**src/rtl/cle_pkg.sv**
```systemverilog
// ----------------------------------------------------------------------------
// Console line editor package
// Shared constants, command codes and payload types.
// ----------------------------------------------------------------------------
package cle_pkg;

  localparam int LINE_DEPTH = 64;
  localparam int ADDR_W     = $clog2(LINE_DEPTH);
  localparam int LEN_W      = 7;

  localparam logic [1:0] CMD_RECV  = 2'd0;
  localparam logic [1:0] CMD_CLEAR = 2'd1;
  localparam logic [1:0] CMD_READ  = 2'd2;

  localparam logic [7:0] CH_NUL   = 8'h00;
  localparam logic [7:0] CH_BS    = 8'h08;
  localparam logic [7:0] CH_LF    = 8'h0a;
  localparam logic [7:0] CH_CR    = 8'h0d;
  localparam logic [7:0] CH_ESC   = 8'h1b;
  localparam logic [7:0] CH_SPACE = 8'h20;
  localparam logic [7:0] CH_SEQ   = 8'h5b;
  localparam logic [7:0] CH_DEL   = 8'h7f;

  typedef struct packed {
    logic [1:0] cmd;
    logic [7:0] ch;
    logic [5:0] index;
  } item_t;

  typedef struct packed {
    logic             echo_valid;
    logic [7:0]       echo_byte;
    logic             status;
    logic             line_ready;
    logic [LEN_W-1:0] line_length;
    logic [7:0]       read_byte;
    logic             last;
  } result_t;

  // One finished item on its way to the output stage.
  typedef struct packed {
    result_t res;
    logic    triple;
  } job_t;

endpackage

```
**src/rtl/cle_ram.sv**
```systemverilog
// ----------------------------------------------------------------------------
// Generic RAM
// One write port, one read port with registered read data (read-first).
// ----------------------------------------------------------------------------
module cle_ram #(
  parameter int WIDTH = 8,
  parameter int DEPTH = 64
) (
  input  logic                     clk,
  input  logic                     wr_en,
  input  logic [$clog2(DEPTH)-1:0] wr_addr,
  input  logic [WIDTH-1:0]         wr_data,
  input  logic                     rd_en,
  input  logic [$clog2(DEPTH)-1:0] rd_addr,
  output logic [WIDTH-1:0]         rd_data
);

  logic [WIDTH-1:0] mem [DEPTH];

  always_ff @(posedge clk) begin
    if (wr_en) begin
      mem[wr_addr] <= wr_data;
    end
    if (rd_en) begin
      rd_data <= mem[rd_addr];
    end
  end

endmodule

```
**src/rtl/cle_out.sv**
```systemverilog
// ----------------------------------------------------------------------------
// Console line editor output stage
// Holds one finished item and plays it out as one or three result transfers.
// ----------------------------------------------------------------------------
module cle_out (
  input  logic              clk,
  input  logic              rst,
  input  logic              job_valid,
  output logic              job_ready,
  input  cle_pkg::job_t     job,
  output logic              result_valid,
  input  logic              result_ready,
  output cle_pkg::result_t  result
);

  logic          full;
  logic [1:0]    beat;
  cle_pkg::job_t held;
  logic          done_beat;
  logic          take_out;

  assign done_beat = !held.triple || (beat == 2'd2);
  assign take_out  = full && result_ready;
  assign job_ready = !full || (result_ready && done_beat);

  always_ff @(posedge clk) begin
    if (rst) begin
      full <= 1'b0;
      beat <= 2'd0;
    end else if (job_valid && job_ready) begin
      full <= 1'b1;
      beat <= 2'd0;
      held <= job;
    end else if (take_out) begin
      if (done_beat) begin
        full <= 1'b0;
        beat <= 2'd0;
      end else begin
        beat <= beat + 2'd1;
      end
    end
  end

  // The erase sequence is backspace, space, backspace.
  always_comb begin
    result       = held.res;
    result_valid = full;
    if (held.triple) begin
      result.echo_valid = 1'b1;
      result.echo_byte  = (beat == 2'd1) ? cle_pkg::CH_SPACE : cle_pkg::CH_BS;
      result.last       = (beat == 2'd2);
    end
  end

`ifndef SYNTHESIS
  a_beat_idle: assert property (@(posedge clk) disable iff (rst)
    !full |-> beat == 2'd0) else $error("beat counter not parked while empty");
  a_beat_range: assert property (@(posedge clk) disable iff (rst)
    full |-> beat != 2'd3) else $error("beat counter out of range");
  a_single_beat: assert property (@(posedge clk) disable iff (rst)
    (full && !held.triple) |-> beat == 2'd0) else $error("single item advanced beats");
  a_more_beats: assert property (@(posedge clk) disable iff (rst)
    (take_out && !done_beat) |=> full) else $error("erase sequence cut short");
`endif

endmodule

```
**src/rtl/console_line_editor.sv**
```systemverilog
// ----------------------------------------------------------------------------
// Console line editor
// Collects received characters into a line buffer with backspace editing,
// escape-sequence handling and a line-ready flag.
// ----------------------------------------------------------------------------
// Each item passes through the input register and then the output stage's
// holding register before its result is offered.
// Throughput: one item per cycle while results are taken; a backspace that
// erases a character holds the output stage for three result transfers.
// Reset clears the fill count, the ready flag and all pipeline valids; the
// line store itself is not cleared and needs no clearing pass.
module console_line_editor (
  input  logic              clk,
  input  logic              rst,
  input  logic              item_valid,
  output logic              item_ready,
  input  cle_pkg::item_t    item,
  output logic              result_valid,
  input  logic              result_ready,
  output cle_pkg::result_t  result
);

  // Editor state. The marks record, per buffer entry, whether it holds ESC or
  // '[', so the escape checks never have to wait on the RAM read port.
  logic [cle_pkg::LEN_W-1:0]      fill_count;
  logic                           ready_flag;
  logic [cle_pkg::LINE_DEPTH-1:0] esc_mark;
  logic [cle_pkg::LINE_DEPTH-1:0] seq_mark;

  // Input register stage. Buffer read data lines up with this stage.
  logic           s1_valid;
  cle_pkg::item_t s1_item;
  logic           s1_adv;
  logic           item_take;

  // Buffer RAM ports and same-cycle write bypass.
  logic                       wr_en;
  logic [cle_pkg::ADDR_W-1:0] wr_addr;
  logic [cle_pkg::ADDR_W-1:0] rd_addr;
  logic [7:0]                 ram_data;
  logic                       byp_hit;
  logic [7:0]                 byp_data;
  logic [7:0]                 rd_byte;

  // Decision logic results.
  logic [cle_pkg::LEN_W-1:0]  fill_next;
  logic                       ready_next;
  logic [cle_pkg::LEN_W-1:0]  fill_m1;
  logic [cle_pkg::LEN_W-1:0]  fill_m2;
  logic                       prev_esc;
  logic                       seq_tail;
  logic                       is_term;
  logic                       is_erase;
  cle_pkg::job_t              job;
  logic                       job_ready;

  assign item_take  = item_valid && item_ready;
  assign s1_adv     = s1_valid && job_ready;
  assign item_ready = !s1_valid || job_ready;

  always_ff @(posedge clk) begin
    if (rst) begin
      s1_valid <= 1'b0;
    end else if (item_ready) begin
      s1_valid <= item_valid;
    end
    if (item_take) begin
      s1_item  <= item;
      // The RAM returns old data when the write lands on the address being
      // read, so the freshly written byte is captured here instead.
      byp_hit  <= wr_en && (wr_addr == rd_addr);
      byp_data <= s1_item.ch;
    end
  end

  assign rd_addr = cle_pkg::ADDR_W'(item.index);
  assign wr_addr = fill_count[cle_pkg::ADDR_W-1:0];
  assign rd_byte = byp_hit ? byp_data : ram_data;

  cle_ram #(
    .WIDTH (8),
    .DEPTH (cle_pkg::LINE_DEPTH)
  ) u_line_ram (
    .clk     (clk),
    .wr_en   (wr_en),
    .wr_addr (wr_addr),
    .wr_data (s1_item.ch),
    .rd_en   (item_take),
    .rd_addr (rd_addr),
    .rd_data (ram_data)
  );

  // Escape lookups at the last two buffer positions.
  assign fill_m1  = fill_count - cle_pkg::LEN_W'(1);
  assign fill_m2  = fill_count - cle_pkg::LEN_W'(2);
  assign prev_esc = (fill_count != '0) && esc_mark[fill_m1[cle_pkg::ADDR_W-1:0]];
  assign seq_tail = (fill_count > cle_pkg::LEN_W'(1))
                    && esc_mark[fill_m2[cle_pkg::ADDR_W-1:0]]
                    && seq_mark[fill_m1[cle_pkg::ADDR_W-1:0]];
  assign is_term  = (s1_item.ch == cle_pkg::CH_NUL) || (s1_item.ch == cle_pkg::CH_LF)
                    || (s1_item.ch == cle_pkg::CH_CR);
  assign is_erase = (s1_item.ch == cle_pkg::CH_BS) || (s1_item.ch == cle_pkg::CH_DEL);

  // One pass of the editor for the item in the input register. The result
  // carries the state as it stands after this item.
  always_comb begin
    fill_next  = fill_count;
    ready_next = ready_flag;
    wr_en      = 1'b0;
    job        = '0;
    unique case (s1_item.cmd)
      cle_pkg::CMD_CLEAR: begin
        fill_next  = '0;
        ready_next = 1'b0;
      end
      cle_pkg::CMD_READ: begin
        if (cle_pkg::LEN_W'(s1_item.index) < fill_count) begin
          job.res.read_byte = rd_byte;
        end
      end
      cle_pkg::CMD_RECV: begin
        if (!ready_flag) begin
          priority if (is_term) begin
            ready_next = 1'b1;
          end else if (seq_tail) begin
            // The character after ESC '[' is swallowed with the sequence.
            fill_next = fill_m2;
          end else if (is_erase) begin
            if (fill_count != '0) begin
              fill_next  = fill_m1;
              job.triple = 1'b1;
            end
          end else if (fill_count < cle_pkg::LEN_W'(cle_pkg::LINE_DEPTH)) begin
            wr_en     = s1_adv;
            fill_next = fill_count + cle_pkg::LEN_W'(1);
            if ((s1_item.ch != cle_pkg::CH_ESC) && !prev_esc) begin
              job.res.echo_valid = 1'b1;
              job.res.echo_byte  = s1_item.ch;
            end
          end else begin
            job.res.status = 1'b1;
          end
        end
      end
      default: begin
      end
    endcase
    job.res.line_ready  = ready_next;
    job.res.line_length = fill_next;
    job.res.last        = 1'b1;
  end

  always_ff @(posedge clk) begin
    if (rst) begin
      fill_count <= '0;
      ready_flag <= 1'b0;
    end else if (s1_adv) begin
      fill_count <= fill_next;
      ready_flag <= ready_next;
    end
    if (wr_en) begin
      esc_mark[wr_addr] <= (s1_item.ch == cle_pkg::CH_ESC);
      seq_mark[wr_addr] <= (s1_item.ch == cle_pkg::CH_SEQ);
    end
  end

  cle_out u_out (
    .clk          (clk),
    .rst          (rst),
    .job_valid    (s1_valid),
    .job_ready    (job_ready),
    .job          (job),
    .result_valid (result_valid),
    .result_ready (result_ready),
    .result       (result)
  );

`ifndef SYNTHESIS
  a_fill_bound: assert property (@(posedge clk) disable iff (rst)
    fill_count <= cle_pkg::LEN_W'(cle_pkg::LINE_DEPTH))
    else $error("fill count past buffer depth");
  a_write_room: assert property (@(posedge clk) disable iff (rst)
    wr_en |-> fill_count < cle_pkg::LEN_W'(cle_pkg::LINE_DEPTH))
    else $error("buffer write with no room");
  a_state_hold: assert property (@(posedge clk) disable iff (rst)
    !s1_adv |=> ($stable(fill_count) && $stable(ready_flag)))
    else $error("editor state changed without an item");
  a_s1_hold: assert property (@(posedge clk) disable iff (rst)
    (s1_valid && !s1_adv) |=> (s1_valid && $stable(s1_item)))
    else $error("stalled item lost from input register");
`endif

endmodule

```
**config.mk**
```make
export PLATFORM = sky130hd
export DESIGN_NAME = console_line_editor
export DESIGN_NICKNAME = d
export VERILOG_FILES = /design/src/rtl/cle_pkg.sv /design/src/rtl/cle_ram.sv /design/src/rtl/cle_out.sv /design/src/rtl/console_line_editor.sv
export SDC_FILE = /design/constraint.sdc
export NUM_CORES = 1
export LEC_CHECK = 0
export ABC_CLOCK_PERIOD_IN_PS = 6800
export BUFFER_PORTS_ARGS = -buffer_cell sky130_fd_sc_hd__buf_2
export CAP_MARGIN = 20
export CORE_UTILIZATION = 50
export DETAILED_ROUTE_END_ITERATION = 8
export PLACE_DENSITY = 0.66
export SLEW_MARGIN = 15
export SYNTH_ARGS = -nofsm -noshare
export SYNTH_HDL_FRONTEND = slang
export SYNTH_HIERARCHICAL = 1
export SYNTH_SLANG_ARGS = --single-unit
```
**constraint.sdc**
```tcl
create_clock -name clk -period 6.8 [get_ports clk]
set_input_delay 0.68 -clock clk [delete_from_list [all_inputs] [get_ports clk]]
set_output_delay 0.68 -clock clk [all_outputs]
set_load 0.05 [all_outputs]
```
---- Word-level counts from Yosys, hierarchy flattened ----
Memories as Yosys holds them, arrays and structs flattened. A register that Yosys moved wholly into a read port is not among the register bits.
Cells that the tools add are included.
word-level totals
  bits in registers ....................... 192
  memory bits (writable) .................. 512
  bits of input ports ..................... 20
  output and inout bits ................... 29
  logic and storage cells ................. 120
  memories ................................ 1
operators by class
  add/sub/neg operators ................... 4
  $lt $le $gt $ge ......................... 7
  eq/ne operators ......................... 12
  muxes and demuxes ....................... 39
  bitwise logic cells ..................... 5
  reductions and logical operators ........ 33
memory list
  name            words  width  read ports  clocked after memory_dff  write ports  line           source
  u_line_ram.mem  64     8      1           1                         1            cle_ram.sv:18  logic [WIDTH-1:0] mem [DEPTH];
operator list
  cell                                                                           count
  64-bit bitwise mux                                                             2
  7-bit two-way mux                                                              6
  8-bit by 4-bit == test with 1-bit output (second input constant)               3
  6-bit by 7-bit less-than comparator with 1-bit output (second input constant)  3
  1-bit two-way mux                                                              20
  1-bit binary-select mux with 6-bit select                                      3
  9-bit two-way mux                                                              2
  8-bit by 7-bit == test with 1-bit output (second input constant)               2
  7-bit case mux with 2 select lines                                             1
  1-bit logical AND                                                              10
  5-bit OR reduction                                                             2
  8-bit by 5-bit == test with 1-bit output (second input constant)               1
  8-bit zero test                                                                1
  8-bit two-way mux                                                              1
  8-bit by 5-bit != test with 1-bit output (second input constant)               1
  7-bit by 1-bit adder with 7-bit output (second input constant)                 1
  7-bit by 1-bit > comparator with 1-bit output (second input constant)          1
  6-bit by 7-bit less-than comparator with 1-bit output                          1
  7-bit less-than comparator (second input constant)                             1
  7-bit nonzero test                                                             1
  7-bit OR reduction                                                             1
  7-bit by 1-bit subtractor with 7-bit output (second input constant)            1
  7-bit by 2-bit subtractor with 7-bit output (second input constant)            1
  1-bit demux with 6-bit select                                                  1
  16 further kinds                                                               33

---- Logic depth before layout (Yosys ltp) ----
Gate-level depths: netlist (run 1).
  depth in word-level cells ............... 13
  mapped depth ............................ 19
  depth with buffers taken out ............ 12

---- Hierarchy ----
The synthesis (run 1) kept the hierarchy.
modules (own cells, without submodules)
  module               times used  cells an instance  area an instance (um^2)  sequential area each (um^2)
  cle_ram              1           940                20,246.9                 15,615.0
  console_line_editor  1           620                8,361.8                  4,774.6
  cle_out              1           77                 1,232.4                  900.9

---- Least setup slack after synthesis (run 1) ----
No wires, ideal clock.
  path kind ............................... reg2reg
  start ................................... register s1_item[9] (netlist bit)
  end ..................................... register seq_mark[0] (netlist bit), data pin
  library setup time ...................... 0.916 ns
  arrival ................................. 5.361 ns
  required time ........................... 5.884 ns
  slack ................................... 0.524 ns
  stages on the path, launching flop included .. 4
  path buffers ............................ 0
  period minus slack after synthesis ...... 6.276 ns
  cells stage by stage .................... edfxtp_1 nand4_1 or2_2 nor4b_1
between the ends
  cells in the longest elaborated chain, start to end .. 2
ends and longest elaborated chain
  element                                   line                        source
  start: declaration                        console_line_editor.sv:32   cle_pkg::item_t s1_item;
  start signal: assignment                  console_line_editor.sv:68   s1_item <= item;
  8-bit by 7-bit == test with 1-bit output  console_line_editor.sv:163  seq_mark[wr_addr] <= (s1_item.ch == cle_pkg::CH_SEQ);
  64-bit bitwise mux                        console_line_editor.sv:163
  end signal: indexed assignment            console_line_editor.sv:163
  end: declaration                          console_line_editor.sv:28   logic [cle_pkg::LINE_DEPTH-1:0] seq_mark;
Every way passes these cells.
A chain may end at the register's enable or synchronous reset.

---- Worst setup path in the final report (run 1) ----
  start ................................... register fill_count[0] (netlist bit)
  end ..................................... memory u_line_ram.mem[30][7] (enable)
between the ends
  cells in the longest elaborated chain, start to end .. 11
  elaborated cells between the ends (all ways) .. 18
  those cells by class .................... add/sub (2); order compare (2); mux (12); reduce/logical (2)
ends and longest elaborated chain
  element                                      line                        source
  start: declaration                           console_line_editor.sv:25   logic [cle_pkg::LEN_W-1:0] fill_count;
  start signal: assignment                     console_line_editor.sv:158  fill_count <= fill_next;
  7-bit by 2-bit subtractor with 7-bit output  console_line_editor.sv:95   assign fill_m2 = fill_count - cle_pkg::LEN_W'(2);
  1-bit binary-select mux with 6-bit select    console_line_editor.sv:98   && esc_mark[fill_m2[cle_pkg::ADDR_W-1:0]]
  1-bit two-way mux (implied by the code)      console_line_editor.sv:98
  1-bit logical AND                            console_line_editor.sv:98
  1-bit logical AND                            console_line_editor.sv:99   && seq_mark[fill_m1[cle_pkg::ADDR_W-1:0]];
  1-bit two-way mux *                          console_line_editor.sv:125  end else if (seq_tail) begin
  1-bit two-way mux *                          console_line_editor.sv:123  priority if (is_term) begin
  1-bit two-way mux *                          console_line_editor.sv:122  if (!ready_flag) begin
  1-bit two-way mux *                          console_line_editor.sv:111  unique case (s1_item.cmd)
  net wr_en                                    console_line_editor.sv:37   logic wr_en;
  1-bit two-way mux *                          cle_ram.sv:21               if (wr_en) begin
  1-bit two-way mux (implied by the code) *    cle_ram.sv:22               mem[wr_addr] <= wr_data;
  end: declaration                             cle_ram.sv:18
The timed path passes the listed nets; every way through them passes the cells marked *. The select of a mux whose other input is x is not followed.

==> metrics.yaml, run 1 <==
floorplan:
  die_h_microns: 246
  coreArea_sq_um: 59000
  fp.dieW_microns: 246
  num_rows: 89
  io_pins: 49
  design.die.area_sq_um: 60700
  start_util_pct: 50.6
global_routing:
  grt_use_total_pct: 23.2
  grt_pass1_wl_microns: 103000
  overflow: 0
  grt_max_degree: 76
  antenna_found_initial: 1
  grt_pass1_vias: 15500
sta:
  period_needed_ns: 5.61
  tightest_slew_ns: 0.976
  hold_viol: 0
  grt_setup_unrepaired: "false"
  relSlewSlack_pct: 33.3
  setup_tns_ns: 0
  final-setup-viol-count: 0
  max_freq_mhz: 178
  timing.hold.ws_ns: 0.228
  slew_violations: 0
  fin_skew_ns: 0.0621
  post-route-period-util_pct: 82.5
logic_synthesis:
  syn_area_sq_um: 29800
  synthFlopType: "edfxtp_1"
  yosys.area.top_type: "edfxtp_1"
  synth_seq_area_share_pct: 71.3
  synth_most_common_cell: "edfxtp_1"
  netlist_instances: 1637
  synth_top_cells_by_count: "701 x edfxtp_1, 168 x nor2_1, 165 x mux4_2"
  synth_top_area_share_pct: 70.5
  ys_seq_elements: 713
  synth_area_per_cell_sq_um: 18.2
  async_flop_share_pct: 0
  synth_area_leaders: "edfxtp_1 71%, mux4_2 12%, nor2_1 2.1%"
  synth_warnings: 6
  yosysUniqueCellTypes: 73
  syn_nets: 1673
  synth-edff-count: 701
worst_setup_path:
  crit_fanout: 16
  timing.rr.start: "fill_count[0]"
  worstPathCellList: "clkinv_1, ha_2, buf_4, mux4_2, mux2i_1, mux2_2, o22a_1, a31oi_1, a2111oi_4, nor2b_1, nand3_1, nor2_1"
  critPathMaxStageDelay_ns: 0.84
  crit_path_top_delay_cell: "nor2_1"
  reg2reg_to: "u_line_ram/mem[30][7]"
  crit_family: "simple AND/OR/NAND/NOR gates"
  crit_type: "flop to flop"
  cp.required_ns: 7.06
  crit_buf_inv: 2
  start_kind: "flop"
  arrival_ns: 5.87
  r2r_slack_ns: 1.19
  crit_path_end_kind: "flop"
  reg2reg_depth: 12
route:
  viasPerCell: 6.31
  wl_per_cell_microns: 27.4
  drt_iter0_drc: 1639
  drc: 0
  vias: 15900
  drtAntennaViolNets: 0
  dr.pass1.iters: 6
  routed_wl_microns: 68900
cts:
  cts_buffers: 71
  cts_buffer_depth: 3
  cts-root-buf: "clkbuf_16"
  cts_resized: 0
  cts_setup_buffers: 0
  cts.clk_slew.worst_paths_ns: 0.06
  cts_tree: "built"
  clk_latency_ns: 0.63
  hold_buffers: 0
  clock-sinks: 713
  h-tree-depth: 3
flow_run:
  cap_viol_max_count: 0
min_path:
  holdPathStages: 1
  min_to: "s1_item[14]"
  hold_path_class: "input port to flop"
  hold_path.startpoint: "item[14]"
place:
  gp_congestion: 0.900
  io_buffers: 48
  place_hpwl_microns: 42300
power:
  leakagePower_nw: 10.2
  peakVddDrop_v: 0.000238
  pwr_density_cell_nw_per_um2: 284
  power_mw: 9.42
layout:
  fillers: 4436
  antennaDiodeCount: 0
  utilization_pct: 56.2
  fin_nets: 1726
  area_delta_synth_final_pct: 11.2
  drive_gt1_share_pct: 22.5
run_status:
  outcome: "complete, no violations"
stage by stage:
step / instances / cell area, sq um / setup WS, ns
detailed placement: 2390 / 30700 / 1.18
finish: 2517 / 33200 / 1.19
CTS: 2517 / 33200 / 1.18
global route: 2517 / 33200 / 0.884
floorplan: 1637 / 29800 / 0.524
global placement: 2390 / 30700 / 1.46
power breakdown:
part           switching (mW)  internal (mW)
sequential             0.0163           4.84
clock                    1.70           2.40
combinational           0.299          0.170
state kept, by name, summed over array words and instances (netlist names):
signal	cells
u_out/beat	2
fill_count	7
esc_mark	64
s1_item	16
u_line_ram/mem	512
s1_valid	1
byp_data	8
byp_hit	1
u_out/held	11
ready_flag	1
seq_mark	64
u_out/result_valid	1
u_out/result	17
u_line_ram/rd_data	8
layout make-up:
cell class / instances / area, sq um / share of cell area [%]
clock buffer: 81 / 1840 / 5.53
timing repair buffer: 80 / 507 / 1.53
clock inverter: 46 / 626 / 1.89
inverter: 14 / 52.6 / 0.158
multi-input combinational: 810 / 7890 / 23.8
tap: 773 / 967 / 2.92
sequential: 713 / 21300 / 64.2
placed cells by master (no fill, tap or decap), types with 6 or more instances in the layout:
master     instances
nand2_1           61
clkinv_2           9
nand4_1            7
nor2b_1           30
buf_4             33
nor3_1            15
a221oi_1           7
o22ai_1           10
xnor2_1           14
clkbuf_1           9
a22oi_1            7
a21oi_1           17
o21ai_0           10
inv_6              7
mux2i_1           57
nand3_1           49
nor2_1           168
nand3b_1           7
xor2_1             7
nand2b_1          13
ha_1              15
bufinv_16         11
and2_1             8
buf_2             45
mux2_2            20
o221ai_1           8
mux4_2           165
inv_1             11
nor4_1             6
clkbuf_16         72
clkinv_1          11
dfxtp_1           10
o31ai_1            7
edfxtp_1         701
how the worst max path moves through the flow:
stage,from,to,depth (start not counted)
after floorplan,s1_item[9],seq_mark[0],3
after global placement,fill_count[0],u_line_ram/mem[62][2],12
after detailed placement,fill_count[0],u_line_ram/mem[30][6],12
after CTS,fill_count[0],u_line_ram/mem[30][4],12
after global routing,fill_count[0],u_line_ram/mem[30][4],12
final,fill_count[0],u_line_ram/mem[30][7],12
cells by family (layout without fill, tap and decap cells):
family | Yosys count | after routing | share of synthesized area [%]
adders and majority gates | 16 | 16 | 0.671
muxes | 246 | 246 | 15.5
other | 1 | 1 | 0.0126
DFF | 713 | 713 | 71.3
buffers and inverters | 114 | 221 | 2.29
AOI/OAI and AO/OA | 126 | 126 | 3.20
and+or+nand+nor | 399 | 399 | 6.34
xor gates and xnor gates | 22 | 22 | 0.671
metal layers:
metal | routed length, microns | part of all wire (%) | GRT usage (%) | up-vias
met4 | 1300 | 1.9 | 6.08 | 0
met5 | 0 | 0 | 0 | -
met3 | 6200 | 9.0 | 4.74 | 100
met1 | 29700 | 43 | 34.4 | 8293
li1 | - | - | - | 6701
met2 | 31700 | 46 | 35.1 | 791
Note: power is estimated with default switching activity, not from simulation.
==> inputs of run 2 (changes only) <==
--- a/config.mk
+++ b/config.mk
@@ -5,12 +5,13 @@
 export SDC_FILE = /design/constraint.sdc
 export NUM_CORES = 1
 export LEC_CHECK = 0
-export ABC_CLOCK_PERIOD_IN_PS = 6800
+export ABC_AREA = 1
+export ABC_CLOCK_PERIOD_IN_PS = 5000
 export BUFFER_PORTS_ARGS = -buffer_cell sky130_fd_sc_hd__buf_2
 export CAP_MARGIN = 20
 export CORE_UTILIZATION = 50
 export DETAILED_ROUTE_END_ITERATION = 8
-export PLACE_DENSITY = 0.66
+export PLACE_DENSITY = 0.68
 export SLEW_MARGIN = 15
 export SYNTH_ARGS = -nofsm -noshare
 export SYNTH_HDL_FRONTEND = slang
==> constraint.sdc (replaced) <==
create_clock -name clk -period 5 [get_ports clk]
set_input_delay 0.5 -clock clk [delete_from_list [all_inputs] [get_ports clk]]
set_output_delay 0.5 -clock clk [all_outputs]
set_load 0.05 [all_outputs]
==> metrics.yaml, run 2 <==
logic_synthesis:
  synth-edff-count: 701  # unchanged
  synth_top_cells_by_count: "853 x nand2_1, 701 x edfxtp_1, 554 x nand3_1"  # was 701 x edfxtp_1, 168 x nor2_1, 165 x mux4_2
  synth_seq_area_share_pct: 68.2  # was 71.3%
  netlist_instances: 2844  # was 1,637
  ys_seq_elements: 713  # unchanged
  yosysUniqueCellTypes: 47  # was 73
  synth_most_common_cell: "nand2_1"  # was edfxtp_1
  yosys.area.top_type: "edfxtp_1"  # unchanged
  synth_top_area_share_pct: 67.5  # was 70.5%
  synth_area_per_cell_sq_um: 11.0  # was 18.2 sq um
  syn_area_sq_um: 31200  # was 29,800 sq um
  async_flop_share_pct: 0  # unchanged
  syn_nets: 2880  # was 1,673
  synth_warnings: 6  # unchanged
  synthFlopType: "edfxtp_1"  # unchanged
  synth_area_leaders: "edfxtp_1 67%, nand2_1 10%, nand3_1 8.9%"  # was edfxtp_1 71%, mux4_2 12%, nor2_1 2.1%
cts:
  cts_buffer_depth: 3  # unchanged
  h-tree-depth: 3  # unchanged
  clock-sinks: 713  # unchanged
  clk_latency_ns: 0.63  # about the same
  cts_setup_buffers: 0  # unchanged
  cts.clk_slew.worst_paths_ns: 0.06  # about the same
  cts_buffers: 74  # was 71
  cts_tree: "built"  # unchanged
  cts-root-buf: "clkbuf_16"  # unchanged
  cts_resized: 0  # unchanged
  hold_buffers: 0  # unchanged
sta:
  post-route-period-util_pct: 93.9  # was 82.5%
  max_freq_mhz: 213  # was 178 MHz
  grt_setup_unrepaired: "false"  # unchanged
  relSlewSlack_pct: 27.6  # was 33.3%
  fin_skew_ns: 0.0465  # was 0.0621 ns
  setup_tns_ns: 0  # unchanged
  final-setup-viol-count: 0  # unchanged
  slew_violations: 0  # unchanged
  hold_viol: 0  # unchanged
  tightest_slew_ns: 1.08  # was 0.976 ns
  period_needed_ns: 4.69  # was 5.61 ns
floorplan:
  io_pins: 49  # unchanged
  start_util_pct: 50.6  # about the same
  num_rows: 91  # was 89
  fp.dieW_microns: 252  # was 246 microns
  design.die.area_sq_um: 63400  # was 60,700 sq um
  coreArea_sq_um: 61700  # was 59,000 sq um
  die_h_microns: 252  # was 246 microns
place:
  io_buffers: 48  # unchanged
  place_hpwl_microns: 51000  # was 42,300 microns
  gp_congestion: 0.987  # was 0.900
power:
  pwr_density_cell_nw_per_um2: 382  # was 284 nW/um^2
  peakVddDrop_v: 0.000233  # was 0.000238 V
  leakagePower_nw: 12.6  # was 10.2 nW
route:
  dr.pass1.iters: 8  # was 6
  vias: 21700  # was 15,900
  viasPerCell: 5.80  # was 6.31
  wl_per_cell_microns: 21.9  # was 27.4 microns
  routed_wl_microns: 82000  # was 68,900 microns
  drt_iter0_drc: 2521  # was 1,639
  drc: 0  # unchanged
  drtAntennaViolNets: 0  # unchanged
layout:
  antennaDiodeCount: 0  # unchanged
  drive_gt1_share_pct: 8.26  # was 22.5%
  area_delta_synth_final_pct: 9.41  # was 11.2%
  top_register: "u_line_ram/mem"  # unchanged
  fin_nets: 2885  # was 1,726
  utilization_pct: 55.3  # was 56.2%
  final_common_cell: "nand2_1"  # was edfxtp_1
  top_regs: "u_line_ram/mem (512), esc_mark (64), seq_mark (64)"  # unchanged
  final_cell_mix: "853 x nand2_1, 701 x edfxtp_1, 554 x nand3_1"  # was 701 x edfxtp_1, 168 x nor2_1, 165 x mux4_2
  largest_register_ffs: 512  # unchanged
global_routing:
  grt_pass1_wl_microns: 123000  # was 103,000 microns
  grt_use_total_pct: 25.9  # was 23.2%
  grt_pass1_vias: 20700  # was 15,500
  antenna_found_initial: 0  # was 1
  overflow: 0  # unchanged
  grt_max_degree: 129  # was 76
worst_setup_path:
  crit_type: "flop to flop"  # unchanged
  arrival_ns: 4.92  # was 5.87 ns
  critPathMaxStageDelay_ns: 0.73  # was 0.84 ns
  crit_buf_inv: 4  # was 2
  worstPathCellList: "inv_2, ha_1, inv_1, nand3_1, nand3_1, nand3_1, nand3_1, nand2_1, nand3_4, nand2_1, inv_2, nand4_1, buf_4, nor2_1"  # was clkinv_1, ha_2, buf_4, mux4_2, mux2i_1, mux2_2, o22a_1, a31oi_1, a2111oi_4, nor2b_1, nand3_1, nor2_1
  start_kind: "flop"  # unchanged
  crit_fanout: 17  # was 16
  crit_path_top_delay_cell: "dfxtp_1"  # was nor2_1
  cp.required_ns: 5.22  # was 7.06 ns
  crit_family: "simple AND/OR/NAND/NOR gates"  # unchanged
  crit_path_end_kind: "flop"  # unchanged
  crit_path_frequent_cell: "nand3_1"
min_path:
  hold_path_class: "input port to flop"  # unchanged
run_status:
  outcome: "complete, no violations"  # unchanged
flow_run:
  cap_viol_max_count: 0  # unchanged
-- run 2: changes by cell type after synthesis, moves of 30 or more --
| cell | before | now |
|---|---|---|
| nor2b_1 | 30 | 0 |
| nand2_1 | 61 | 853 |
| mux2i_1 | 57 | 0 |
| nand3_1 | 49 | 554 |
| mux4_2 | 165 | 0 |
| buf_6 | 9 | 39 |
| inv_1 | 11 | 82 |
| a21oi_1 | 17 | 53 |
| nor2_1 | 168 | 218 |
| buf_2 | 21 | 61 |
-- run 2: through the flow --
stage | instances | power [mW] | hold slack [ns] | instance area (sq um) | setup WS, ns
finish | 3741 | 13.0 | 0.0479 | 34100 | 0.307
floorplan | 2844 | 7.54 | 0.472 | 31200 | 0.645
detailed placement | 3609 | 7.86 | 0.531 | 31800 | 0.445
global route | 3741 | 13.4 | 0.0347 | 34100 | 0.0538
global placement | 3609 | 7.85 | 0.511 | 31800 | 0.606
CTS | 3740 | 13.1 | 0.0255 | 34100 | 0.403
-- run 2: layout make-up --
type | count | area, sq um
fillers | 5241 | 27600
clock inverters | 30 | 307
repair buffers | 103 | 707
flip-flops and latches | 713 | 21300
inverters | 95 | 365
well taps | 837 | 1050
clock buffers | 101 | 2020
multi-input cells | 1862 | 8410
-- run 2: where the power goes --
part           switching, mW  total, mW  internal (mW)
Combinational          0.852       1.14          0.288
Sequential            0.0265       6.62           6.59
Clock                   2.28       5.28           3.00
Total                   3.15       13.0           9.88
-- run 2: logic make-up after synthesis --
| group | Yosys count | synth area share, % |
|---|---|---|
| xor gates and xnor gates | 13 | 0.437 |
| buffers and inverters | 269 | 4.95 |
| adders and majority gates | 16 | 0.642 |
| other | 1 | 0.0120 |
| and+or+nand+nor | 1689 | 23.2 |
| DFF | 713 | 68.2 |
| AOI/OAI and AO/OA | 143 | 2.57 |
-- run 2: metal layers --
layer / vias to the layer above / GRT usage (%) / routed length (microns)
li1: 9894 / - / -
met1: 10500 / 37.3 / 34600
met2: 1144 / 40.2 / 37500
met3: 129 / 4.51 / 7920
met5: - / 0 / 0
met4: 0 / 7.88 / 1990
-- run 2: worst paths after layout --
kind | startpoint | end | slack (ns) | cells past startpoint
min reg2reg | u_out/result_valid | u_out/result_valid | 0.54 | 2
max reg2reg | fill_count[2] | u_line_ram/mem[56][1] | 0.31 | 14
max | fill_count[2] | u_line_ram/mem[56][1] | 0.31 | 14
min | item[12] | s1_item[12] | 0.05 | 1
